==> src/rtl/cdd_pkg.sv <==
// cdd_pkg: shared types, age unit codes and calendar helpers for the
// calendar date difference pipeline. no dependencies.
package cdd_pkg;

    localparam int IN_W  = 80;   // 76 payload bits, padded to whole bytes
    localparam int OUT_W = 56;   // 53 payload bits, padded to whole bytes

    // age unit codes
    localparam logic [2:0] AGE_DECADES = 3'd0;
    localparam logic [2:0] AGE_YEARS   = 3'd1;
    localparam logic [2:0] AGE_MONTHS  = 3'd2;
    localparam logic [2:0] AGE_DAYS    = 3'd3;
    localparam logic [2:0] AGE_HOURS   = 3'd4;
    localparam logic [2:0] AGE_ZERO    = 3'd5;

    // reciprocals for constant division: y / 100 and y / 10 on 12-bit values
    localparam logic [12:0] RECIP100 = 13'd5243;  // ceil(2^19 / 100)
    localparam int          SH100    = 19;
    localparam logic [11:0] RECIP10  = 12'd3277;  // ceil(2^15 / 10)
    localparam int          SH10     = 15;

    typedef struct packed {
        logic [11:0] year;
        logic [3:0]  month;
        logic [4:0]  day;
        logic [4:0]  hour;
        logic [5:0]  minute;
        logic [5:0]  second;
    } t_ts;

    typedef struct packed {
        t_ts from_ts;
        t_ts to_ts;
    } t_pair;

    // after the time-of-day borrow chain
    typedef struct packed {
        logic [11:0] from_year;
        logic [3:0]  from_month;
        logic [4:0]  from_day;
        logic [11:0] to_year;
        logic [3:0]  to_month;
        logic [4:0]  to_day;
        logic [5:0]  cent;      // to_year / 100
        logic        borrow;    // borrow out of the hour stage
        logic [4:0]  hours;
        logic [5:0]  minutes;
        logic [5:0]  seconds;
    } t_time_res;

    // after the date borrow chain
    typedef struct packed {
        logic signed [12:0] years;
        logic [3:0]         months;
        logic signed [6:0]  days;
        logic [4:0]         hours;
        logic [5:0]         minutes;
        logic [5:0]         seconds;
    } t_date_res;

    typedef struct packed {
        logic [2:0]         age_unit;
        logic [8:0]         age_value;
        logic [5:0]         seconds;
        logic [5:0]         minutes;
        logic [4:0]         hours;
        logic signed [6:0]  days;
        logic [3:0]         months;
        logic signed [12:0] years;
    } t_result;

    // stage handshake shared by all stages
    typedef struct packed {
        logic en;       // pipeline advances this cycle
    } t_pipe_ctl;

    // length of the month before the given one, february by leap flag
    function automatic logic [4:0] prev_month_len(input logic [3:0] month,
                                                  input logic leap);
        logic [4:0] len;
        case (month)
            4'd3:    len = leap ? 5'd29 : 5'd28;
            4'd5,
            4'd7,
            4'd10,
            4'd12:   len = 5'd30;
            default: len = 5'd31;
        endcase
        return len;
    endfunction

endpackage

==> src/rtl/calendar_date_difference_age_unit.sv <==
// calendar_date_difference_age_unit: top level of the calendar date
// difference pipeline. uses cdd_pkg, cdd_time_stage, cdd_date_stage, cdd_age_stage.
//
//  channel  | dir | signals                               | beat
//  ---------+-----+---------------------------------------+---------------------------
//  s_axis   | in  | s_axis_tvalid/tready/tdata[79:0]      | one start/end timestamp pair
//  m_axis   | out | m_axis_tvalid/tready/tdata[55:0]      | one difference with age
//
//  one beat per cycle sustained while m_axis takes every beat, each beat passing
//  through the three register stages (time borrow, date borrow, age)
//  reset (i_rst_n low, synchronous) clears the stage valid bits only
//  a stall on m_axis freezes all stages at once; s_axis_tready drops only
//  while the output register holds a beat that is not taken
module calendar_date_difference_age_unit (
    input  logic                      i_clk,
    input  logic                      i_rst_n,
    input  logic                      s_axis_tvalid,
    output logic                      s_axis_tready,
    // from_year, from_month, from_day, from_hour, from_minute, from_second,
    // to_year, to_month, to_day, to_hour, to_minute, to_second, 4 zero bits
    input  logic [cdd_pkg::IN_W-1:0]  s_axis_tdata,
    output logic                      m_axis_tvalid,
    input  logic                      m_axis_tready,
    // diff_years, diff_months, diff_days, diff_hours, diff_minutes,
    // diff_seconds, age_value, age_unit, 3 zero bits
    output logic [cdd_pkg::OUT_W-1:0] m_axis_tdata
);
    import cdd_pkg::*;

    t_pipe_ctl  ctl;
    t_pair      pair;
    logic       v_time, v_date, v_age;
    t_time_res  time_res;
    t_date_res  date_res;
    t_result    result;

    // the whole pipe moves whenever the output register is free or drained
    assign ctl.en        = !v_age || m_axis_tready;
    assign s_axis_tready = ctl.en;

    // unpack the input beat, lowest field first
    always_comb begin
        pair.from_ts.year   = s_axis_tdata[11:0];
        pair.from_ts.month  = s_axis_tdata[15:12];
        pair.from_ts.day    = s_axis_tdata[20:16];
        pair.from_ts.hour   = s_axis_tdata[25:21];
        pair.from_ts.minute = s_axis_tdata[31:26];
        pair.from_ts.second = s_axis_tdata[37:32];
        pair.to_ts.year     = s_axis_tdata[49:38];
        pair.to_ts.month    = s_axis_tdata[53:50];
        pair.to_ts.day      = s_axis_tdata[58:54];
        pair.to_ts.hour     = s_axis_tdata[63:59];
        pair.to_ts.minute   = s_axis_tdata[69:64];
        pair.to_ts.second   = s_axis_tdata[75:70];
    end

    // stage 1: second, minute, hour borrows and end year / 100
    cdd_time_stage u_time (
        .i_clk   (i_clk),
        .i_rst_n (i_rst_n),
        .i_ctl   (ctl),
        .i_valid (s_axis_tvalid),
        .i_pair  (pair),
        .o_valid (v_time),
        .o_res   (time_res)
    );

    // stage 2: leap year, previous month length, day/month/year borrows
    cdd_date_stage u_date (
        .i_clk   (i_clk),
        .i_rst_n (i_rst_n),
        .i_ctl   (ctl),
        .i_valid (v_time),
        .i_res   (time_res),
        .o_valid (v_date),
        .o_res   (date_res)
    );

    // stage 3: coarse age, doubles as the output register
    cdd_age_stage u_age (
        .i_clk   (i_clk),
        .i_rst_n (i_rst_n),
        .i_ctl   (ctl),
        .i_valid (v_date),
        .i_res   (date_res),
        .o_valid (v_age),
        .o_res   (result)
    );

    assign m_axis_tvalid = v_age;
    assign m_axis_tdata  = {3'd0,
                            result.age_unit,
                            result.age_value,
                            result.seconds,
                            result.minutes,
                            result.hours,
                            result.days,
                            result.months,
                            result.years};
endmodule

==> src/rtl/cdd_time_stage.sv <==
// cdd_time_stage: first pipeline stage, second/minute/hour borrow chain
// and the century quotient of the end year. uses cdd_pkg.
module cdd_time_stage (
    input  logic              i_clk,
    input  logic              i_rst_n,
    input  cdd_pkg::t_pipe_ctl i_ctl,
    input  logic              i_valid,
    input  cdd_pkg::t_pair    i_pair,
    output logic              o_valid,
    output cdd_pkg::t_time_res o_res
);
    import cdd_pkg::*;

    logic              r_valid;
    t_time_res         r_res;
    t_time_res         n_res;
    logic              b_sec, b_min, b_hr;
    logic [6:0]        sec_w, min_w;
    logic [5:0]        hr_w;
    logic [24:0]       cent_prod;

    always_comb begin
        b_sec = i_pair.from_ts.second > i_pair.to_ts.second;
        sec_w = {1'b0, i_pair.to_ts.second} + (b_sec ? 7'd60 : 7'd0)
              - {1'b0, i_pair.from_ts.second};
        b_min = ({1'b0, i_pair.from_ts.minute} + {6'd0, b_sec})
              > {1'b0, i_pair.to_ts.minute};
        min_w = {1'b0, i_pair.to_ts.minute} + (b_min ? 7'd60 : 7'd0)
              - {1'b0, i_pair.from_ts.minute} - {6'd0, b_sec};
        b_hr  = ({1'b0, i_pair.from_ts.hour} + {5'd0, b_min})
              > {1'b0, i_pair.to_ts.hour};
        hr_w  = {1'b0, i_pair.to_ts.hour} + (b_hr ? 6'd24 : 6'd0)
              - {1'b0, i_pair.from_ts.hour} - {5'd0, b_min};
        cent_prod = i_pair.to_ts.year * RECIP100;

        n_res.from_year  = i_pair.from_ts.year;
        n_res.from_month = i_pair.from_ts.month;
        n_res.from_day   = i_pair.from_ts.day;
        n_res.to_year    = i_pair.to_ts.year;
        n_res.to_month   = i_pair.to_ts.month;
        n_res.to_day     = i_pair.to_ts.day;
        n_res.cent       = cent_prod[SH100+5:SH100];
        n_res.borrow     = b_hr;
        n_res.hours      = hr_w[4:0];
        n_res.minutes    = min_w[5:0];
        n_res.seconds    = sec_w[5:0];
    end

    always_ff @(posedge i_clk) begin
        if (!i_rst_n) begin
            r_valid <= 1'b0;
        end else if (i_ctl.en) begin
            r_valid <= i_valid;
        end
    end

    always_ff @(posedge i_clk) begin
        if (i_ctl.en) begin
            r_res <= n_res;
        end
    end

    assign o_valid = r_valid;
    assign o_res   = r_res;
endmodule

==> src/rtl/cdd_date_stage.sv <==
// cdd_date_stage: second pipeline stage, leap year, day/month/year
// borrow chain. uses cdd_pkg.
module cdd_date_stage (
    input  logic               i_clk,
    input  logic               i_rst_n,
    input  cdd_pkg::t_pipe_ctl  i_ctl,
    input  logic               i_valid,
    input  cdd_pkg::t_time_res  i_res,
    output logic               o_valid,
    output cdd_pkg::t_date_res  o_res
);
    import cdd_pkg::*;

    logic        r_valid;
    t_date_res   r_res;
    t_date_res   n_res;
    logic [12:0] cent_x100;
    logic        leap;
    logic [4:0]  len;
    logic        b_day, b_mon;
    logic [6:0]  day_w;
    logic [4:0]  mon_w;
    logic [12:0] year_w;

    always_comb begin
        // y % 100 == 0 when y equals 100 * (y / 100); y % 400 also needs the
        // quotient to be a multiple of four
        cent_x100 = {1'b0, i_res.cent, 6'd0} + {2'b0, i_res.cent, 5'd0}
                  + {5'd0, i_res.cent, 2'd0};
        leap = (i_res.to_year[1:0] == 2'd0)
             && ((cent_x100 != {1'b0, i_res.to_year}) || (i_res.cent[1:0] == 2'd0));
        len  = prev_month_len(i_res.to_month, leap);

        b_day = ({1'b0, i_res.from_day} + {5'd0, i_res.borrow}) > {1'b0, i_res.to_day};
        day_w = {2'b0, i_res.to_day} + (b_day ? {2'b0, len} : 7'd0)
              - {2'b0, i_res.from_day} - {6'd0, i_res.borrow};
        b_mon = ({1'b0, i_res.from_month} + {4'd0, b_day}) > {1'b0, i_res.to_month};
        mon_w = {1'b0, i_res.to_month} + (b_mon ? 5'd12 : 5'd0)
              - {1'b0, i_res.from_month} - {4'd0, b_day};
        year_w = {1'b0, i_res.to_year} - {1'b0, i_res.from_year} - {12'd0, b_mon};

        n_res.years   = signed'(year_w);
        n_res.months  = mon_w[3:0];
        n_res.days    = signed'(day_w);
        n_res.hours   = i_res.hours;
        n_res.minutes = i_res.minutes;
        n_res.seconds = i_res.seconds;
    end

    always_ff @(posedge i_clk) begin
        if (!i_rst_n) begin
            r_valid <= 1'b0;
        end else if (i_ctl.en) begin
            r_valid <= i_valid;
        end
    end

    always_ff @(posedge i_clk) begin
        if (i_ctl.en) begin
            r_res <= n_res;
        end
    end

    assign o_valid = r_valid;
    assign o_res   = r_res;
endmodule

==> src/rtl/cdd_age_stage.sv <==
// cdd_age_stage: last pipeline stage and output register, coarse age
// selection with decades by reciprocal multiply. uses cdd_pkg.
module cdd_age_stage (
    input  logic               i_clk,
    input  logic               i_rst_n,
    input  cdd_pkg::t_pipe_ctl  i_ctl,
    input  logic               i_valid,
    input  cdd_pkg::t_date_res  i_res,
    output logic               o_valid,
    output cdd_pkg::t_result    o_res
);
    import cdd_pkg::*;

    logic        r_valid;
    t_result     r_res;
    t_result     n_res;
    logic [23:0] dec_prod;

    always_comb begin
        dec_prod = i_res.years[11:0] * RECIP10;

        n_res.years   = i_res.years;
        n_res.months  = i_res.months;
        n_res.days    = i_res.days;
        n_res.hours   = i_res.hours;
        n_res.minutes = i_res.minutes;
        n_res.seconds = i_res.seconds;

        if (i_res.years >= 13'sd10) begin
            n_res.age_value = dec_prod[SH10+8:SH10];
            n_res.age_unit  = AGE_DECADES;
        end else if (i_res.years > 13'sd0) begin
            n_res.age_value = {5'd0, i_res.years[3:0]};
            n_res.age_unit  = AGE_YEARS;
        end else if (i_res.months != 4'd0) begin
            n_res.age_value = {5'd0, i_res.months};
            n_res.age_unit  = AGE_MONTHS;
        end else if (i_res.days > 7'sd0) begin
            n_res.age_value = {3'd0, i_res.days[5:0]};
            n_res.age_unit  = AGE_DAYS;
        end else if (i_res.hours != 5'd0) begin
            n_res.age_value = {4'd0, i_res.hours};
            n_res.age_unit  = AGE_HOURS;
        end else begin
            n_res.age_value = 9'd0;
            n_res.age_unit  = AGE_ZERO;
        end
    end

    always_ff @(posedge i_clk) begin
        if (!i_rst_n) begin
            r_valid <= 1'b0;
        end else if (i_ctl.en) begin
            r_valid <= i_valid;
        end
    end

    always_ff @(posedge i_clk) begin
        if (i_ctl.en) begin
            r_res <= n_res;
        end
    end

    assign o_valid = r_valid;
    assign o_res   = r_res;
endmodule

==> config.mk <==
export PLATFORM = sky130hd
export DESIGN_NAME = calendar_date_difference_age_unit
export DESIGN_NICKNAME = d
export VERILOG_FILES = /design/src/rtl/cdd_pkg.sv /design/src/rtl/calendar_date_difference_age_unit.sv /design/src/rtl/cdd_time_stage.sv /design/src/rtl/cdd_date_stage.sv /design/src/rtl/cdd_age_stage.sv
export SDC_FILE = /design/constraint.sdc
export NUM_CORES = 1
export LEC_CHECK = 0
export BUFFER_PORTS_ARGS = -buffer_cell sky130_fd_sc_hd__clkbuf_2
export CAP_MARGIN = 30
export CORE_MARGIN = 2
export CORE_UTILIZATION = 40
export CTS_CLUSTER_DIAMETER = 100
export DETAILED_ROUTE_END_ITERATION = 8
export GPL_TIMING_DRIVEN = 1
export MAX_ROUTING_LAYER = met4
export SLEW_MARGIN = 20
export SYNTH_ARGS = -nofsm -noshare
export SYNTH_HDL_FRONTEND = slang
export SYNTH_SLANG_ARGS = --single-unit
==> constraint.sdc <==
create_clock -name i_clk -period 7.7 [get_ports i_clk]
set_input_delay 1.155 -clock i_clk [delete_from_list [all_inputs] [get_ports i_clk]]
set_output_delay 1.155 -clock i_clk [all_outputs]
set_load 0.1 [all_outputs]
Word-level counts from Yosys, hierarchy flattened --
Cells that the tools add are included.
Word-level totals: flip-flop bits (word level) 163, logic and storage cells 91, input bits 84, output and inout bits 58
Cells by class: reduce and logical (&&, ||, !) cells 11, equal/unequal tests 6, order comparisons 8, muxes and demuxes 12, add/sub/neg operators 22, $mul 2
Operators with widths (count):
- multiplier 12 x 13 -> 25 bit (second input constant) | 1
- multiplier 12 x 12 -> 24 bit (second input constant) | 1
- two-way mux 11 bit | 2
- two-way mux 10 bit | 2
- adder 12 x 11 -> 13 bit | 1
- adder 13 x 8 -> 13 bit | 1
- >= comparator 13 x 5 -> 1 bit (second input constant) | 1
- > comparator 13 x 1 -> 1 bit (second input constant) | 1
- inequality test 13 x 12 -> 1 bit | 1
- subtractor 12 x 12 -> 13 bit | 1
- subtractor 13 x 1 -> 13 bit | 1
- adder 5 x 1 -> 6 bit | 2
- adder 6 bit | 2
- > comparator 6 x 5 -> 1 bit | 2
- two-way mux 6 bit | 2
- subtractor 6 bit | 2
- two-way mux 5 bit | 2
- one-hot mux 5 bit (2 select lines) | 1
- two-way mux 9 bit | 1
- == test 4 x 3 -> 1 bit (second input constant) | 2
- == test 4 bit (second input constant) | 2
- OR reduction 4 bit | 2
- adder 5 x 7 -> 7 bit | 1
- adder 6 x 1 -> 7 bit | 1
- other kinds (24) | 26

Logic depth before layout (Yosys ltp) --
word-level depth 11, gate-level depth with buffers 34, depth with buffers taken out 34

By module --
Synthesis repeated with hierarchy kept, for this count alone.
Second synthesis, totals: cell total of the unflattened synthesis 1248, area total of the unflattened synthesis 14335.0 um^2
Modules (own cells, without submodules):
- cdd_time_stage | cells an instance 489, instances 1, area each 5938.2 um^2, sequential area each 2001.9 um^2
- cdd_age_stage | cells an instance 417, instances 1, area each 4807.1 um^2, sequential area each 1611.5 um^2
- cdd_date_stage | cells an instance 337, instances 1, area each 3557.2 um^2, sequential area each 1251.2 um^2
- calendar_date_difference_age_unit | cells an instance 5, instances 1, area each 32.5 um^2, sequential area each 0.0 um^2

Least setup slack after synthesis --
Ideal clock, no wire load.
path kind input to register, start input s_axis_tdata[33] (netlist name), end register u_time.r_res, in the netlist u_time.o_res[16] (data pin), required time 7.435 ns, arrival 7.503 ns, setup slack -0.069 ns, stages on the path 33, library setup time 0.265 ns, buffers on the path 0, cells stage by stage inv_1 ha_1 nor2b_1 o21a_1 o21a_1 o21a_1 o21ai_1 a32oi_1 ha_1 ha_1 ha_1 nor2b_1 o21a_1 o21a_1 o21ai_1 nand2b_1 a31oi_1 inv_1 ha_1 ha_1 ha_1 nor2b_1 o21a_1 o21a_1 o21a_1 o22a_1 a31oi_2 fa_1 fa_1 xor2_1 xnor2_1 xnor2_1 xnor2_1
Between the ends: word-level cells in the longest chain between the ends 9
RTL lines:
- start, declared | line calendar_date_difference_age_unit.sv:21 | input logic [cdd_pkg::IN_W-1:0] s_axis_tdata,
- > comparator 6 bit (*) | line cdd_time_stage.sv:23 | b_sec = i_pair.from_ts.second > i_pair.to_ts.second;
- adder 6 x 1 -> 7 bit (*) | line cdd_time_stage.sv:26 | b_min = ({1'b0, i_pair.from_ts.minute} + {6'd0, b_sec})
- > comparator 7 x 6 -> 1 bit (*) | line cdd_time_stage.sv:27 | > {1'b0, i_pair.to_ts.minute};
- adder 5 x 1 -> 6 bit | line cdd_time_stage.sv:30 | b_hr = ({1'b0, i_pair.from_ts.hour} + {5'd0, b_min})
- > comparator 6 x 5 -> 1 bit | line cdd_time_stage.sv:31 | > {1'b0, i_pair.to_ts.hour};
- two-way mux 5 bit | line cdd_time_stage.sv:32 | hr_w = {1'b0, i_pair.to_ts.hour} + (b_hr ? 6'd24 : 6'd0)
- adder 5 bit | line cdd_time_stage.sv:32
- subtractor 5 bit | line cdd_time_stage.sv:33 | - {1'b0, i_pair.from_ts.hour} - {5'd0, b_min};
- subtractor 5 x 1 -> 5 bit (*) | line cdd_time_stage.sv:33
- named net u_time.hr_w[4] | line cdd_time_stage.sv:19 | logic [5:0] hr_w;
- end signal, assigned | line cdd_time_stage.sv:59 | r_res <= n_res;
- end, declared | line cdd_time_stage.sv:15 | t_time_res r_res;
Mark *: on every way through the listed nets, which the timed path passes. The rest lies on a longest branch. A chain may end at the register's enable or synchronous reset.

Worst setup path in the final report --
Same ends and word-level chain as after synthesis.

==> impl_metrics.csv <==
group,metric,value,unit
detailed_routing,wl_per_cell,14.6,um
floorplan,die_h,192,um
clock_tree,postCtsHoldBufs,0,
critical_path,end_kind,"flip-flop",
logic_synthesis,postSynth.asyncResetShare,0,
logic_synthesis,synth-seq-cells,163,
worst_hold_path,hp-class,"flip-flop to flip-flop",
logic_synthesis,synth_cells,1215,
floorplan,die_width,192,um
detailed_routing,num_vias,8667,
critical_path,crit_type,"input pin to flip-flop",
clock_tree,clock-sinks,163,
critical_path,slowest_stage,"fa_1",
critical_path,r2r_slack,1210,ps
global_route,grt_pass1_vias,8875,
placed_design,place_congestion,0.844,
logic_synthesis,ys_types,62,
critical_path,worst_r2r_path_depth,29,
run_status,status,"completed",
sta,finalWorstPathRequiredPeriod,7290,ps
sta,grt_setup_unrepaired,"no",
logic_synthesis,synthAdderAreaFrac,0.406,
logic_synthesis,synthTopCellsByCount,"inv_1, ha_1, edfxtp_1",
critical_path,timing.rr.start,"u_time.o_res[17]",
clock_tree,cts_setup_buffers,0,
critical_path,arrival,7470,ps
cells_and_area,drive_above_1_share,0.136,
job,maxCapViolCount,0,
global_route,grt_max_degree,71,
clock_tree,clk_pin_slew,70,ps
critical_path,crit_path_start,"s_axis_tdata[33]",
logic_synthesis,synth-simple-area-share,0.0514,
sta,finalCritPeriodShare,0.947,
sta,finalSetupViolCount,0,
detailed_routing,totalWireLength,26.9,mm
placed_design,portBuffers,134,
critical_path,critPathRequiredTime,7880,ps
floorplan,start_util,0.407,
floorplan,fp.dieArea,0.0369,mm2
placed_design,place_inst,1808,
sta,worstMarginPinSlew,908,ps
critical_path,critPathLaunchType,"input pin",
sta,hold_viol,0,
logic_synthesis,yosys.area.top_type,"edfxtp_1",
logic_synthesis,synth_compound_area_frac,0.0679,
logic_synthesis,synth.area.top_cells,"edfxtp_1, ha_1, fa_1, inv_1, xnor2_1",
cells_and_area,area_delta_synth_final,13.2,%
critical_path,max_stage_delay,450,ps
detailed_routing,drc,0,
detailed_routing,ant_nets,0,
detailed_routing,drt_first_pass_iters,4,
global_route,grt_first_pass_wirelength,44.0,mm
clock_tree,cts_tree,"done",
detailed_routing,drtIter0Drc,339,
floorplan,io_pins,142,
critical_path,cp-endpoint,"u_time.o_res[16]",
floorplan,rows,68,
logic_synthesis,synth_top_family_by_area,"adder cells",
placed_design,dp_hpwl,22.5,mm
global_route,grt_overflow,0,
logic_synthesis,synth_edf_count,160,
logic_synthesis,yosys_warnings,0,
clock_tree,clockRootBuffer,"clkbuf_16",
cells_and_area,nets,1850,
clock_tree,insertion_delay,430,ps
critical_path,worst-path-max-fanout,3,
logic_synthesis,synth.most_common_cell,"inv_1",
critical_path,r2r-end,"u_date.o_res[40]",
global_route,antenna_found_initial,0,
clock_tree,cts_resized,0,
sta,slew_headroom,0.395,
global_route,grt_usage,0.158,
cells_and_area,antenna_cells,0,
sta,clock.fmax,137,MHz
logic_synthesis,synth.top_cell.area_share,0.340,
logic_synthesis,synth_xor_area_frac,0.0452,
logic_synthesis,avgSynthCellArea,11.6,um2
critical_path,crit_path_frequent_cell,"o21a_1",
clock_tree,cts_made_buffers,17,
clock_tree,cts_max_level,4,
logic_synthesis,synth_area,0.0141,mm2
floorplan,core,0.0347,mm2
sta,skew,9.16,ps
sta,finalMaxSlewViolations,0,
logic_synthesis,synth_top_flop_cell,"edfxtp_1",
detailed_routing,vias_per_cell,4.71,
logic_synthesis,synthMuxAreaShare,0.00593,
logic_synthesis,yosysSeqAreaShare,0.344,
clock_tree,clockBufferDepth,2,
cells_and_area,fin_cells,1841,
[worst min path at each step]
| stage | from | to | slack [ps] | cells past startpoint |
|---|---|---|---|---|
| 6_report | u_date.o_res[3] | u_age.o_res[38] | 410 | 0 |
| 5_1_grt | u_time.o_res[3] | u_date.o_res[3] | 420 | 0 |
| 4_1_cts | u_date.o_res[3] | u_age.o_res[38] | 410 | 0 |
| 3_5_place_dp | u_date.o_res[3] | u_age.o_res[38] | 400 | 0 |
| 3_3_place_gp | u_date.o_res[0] | u_age.o_res[35] | 400 | 0 |
| 2_1_floorplan | u_date.o_res[6] | u_age.o_res[29] | 400 | 0 |
[flip-flops by register name, summed over array words and instances (netlist names)]
| signal | flops |
|---|---|
| u_time.o_res | 66 |
| u_age.o_res | 53 |
| u_date.o_res | 41 |
| u_age.o_valid | 1 |
| u_date.o_valid | 1 |
| u_time.o_valid | 1 |
[placed cells by master (no fill, tap or decap), types with 11 or more instances in the layout]
master and n:
a21o_1 15, a21oi_1 37, clkbuf_16 17, clkbuf_2 135, edfxtp_1 160, fa_1 110, ha_1 283, inv_1 289
nand2_1 28, nand3_1 20, nor2_1 25, nor2b_1 13, o21a_1 13, o21ai_0 11, o21ai_1 14, xnor2_1 57
xor2_1 16
[kinds of logic after synthesis]
logic type,Yosys count
buf+inv,296
compound gates,141
flops,163
fa+ha+maj,393
simple gates,140
mux,8
other cells,1
xor+xnor,73
[layout make-up]
cell class | count | area [um2]
clock buffer | 17 | 425
clock inverter | 15 | 146
fill | 3219 | 18700
inverter | 291 | 1090
multi-input combinational | 758 | 8180
sequential | 163 | 4860
tap | 455 | 569
timing repair buffer | 142 | 728
[metal layers]
| layer | GRT usage | vias up | share of wire |
|---|---|---|---|
| met3 | 0.0239 | 17 | 0.032 |
| met4 | 0.0420 | 0 | 0.012 |
| met2 | 0.259 | 128 | 0.48 |
| li1 | - | 4400 | - |
| met5 | - | - | 0 |
| met1 | 0.205 | 4122 | 0.48 |
[per-stage QoR]
stage / hold slack, ps / TNS [ps] / setup slack [ps] / cell area [um2] / util
after floorplan: 400 / 0 / 46.1 / 14200 / -
after global placement: 402 / 0 / 86.4 / 15400 / 0.444
after detailed placement: 405 / -57.8 / -57.8 / 15400 / 0.444
after CTS: 413 / 0 / 403 / 16000 / 0.461
after global routing: 423 / 0 / 22.7 / 16000 / 0.461
final: 414 / 0 / 409 / 16000 / 0.461
[critical path, delay by kind of cell]
family          cells  cell delay [ps]
fa+ha+maj           9             2830
compound gates     14             2220
xor+xnor            4              570
simple gates        4              490
buf+inv             3              220
Power is not shown: default switching activity piles up to over one toggle a cycle in this logic, so the estimate is an artifact.
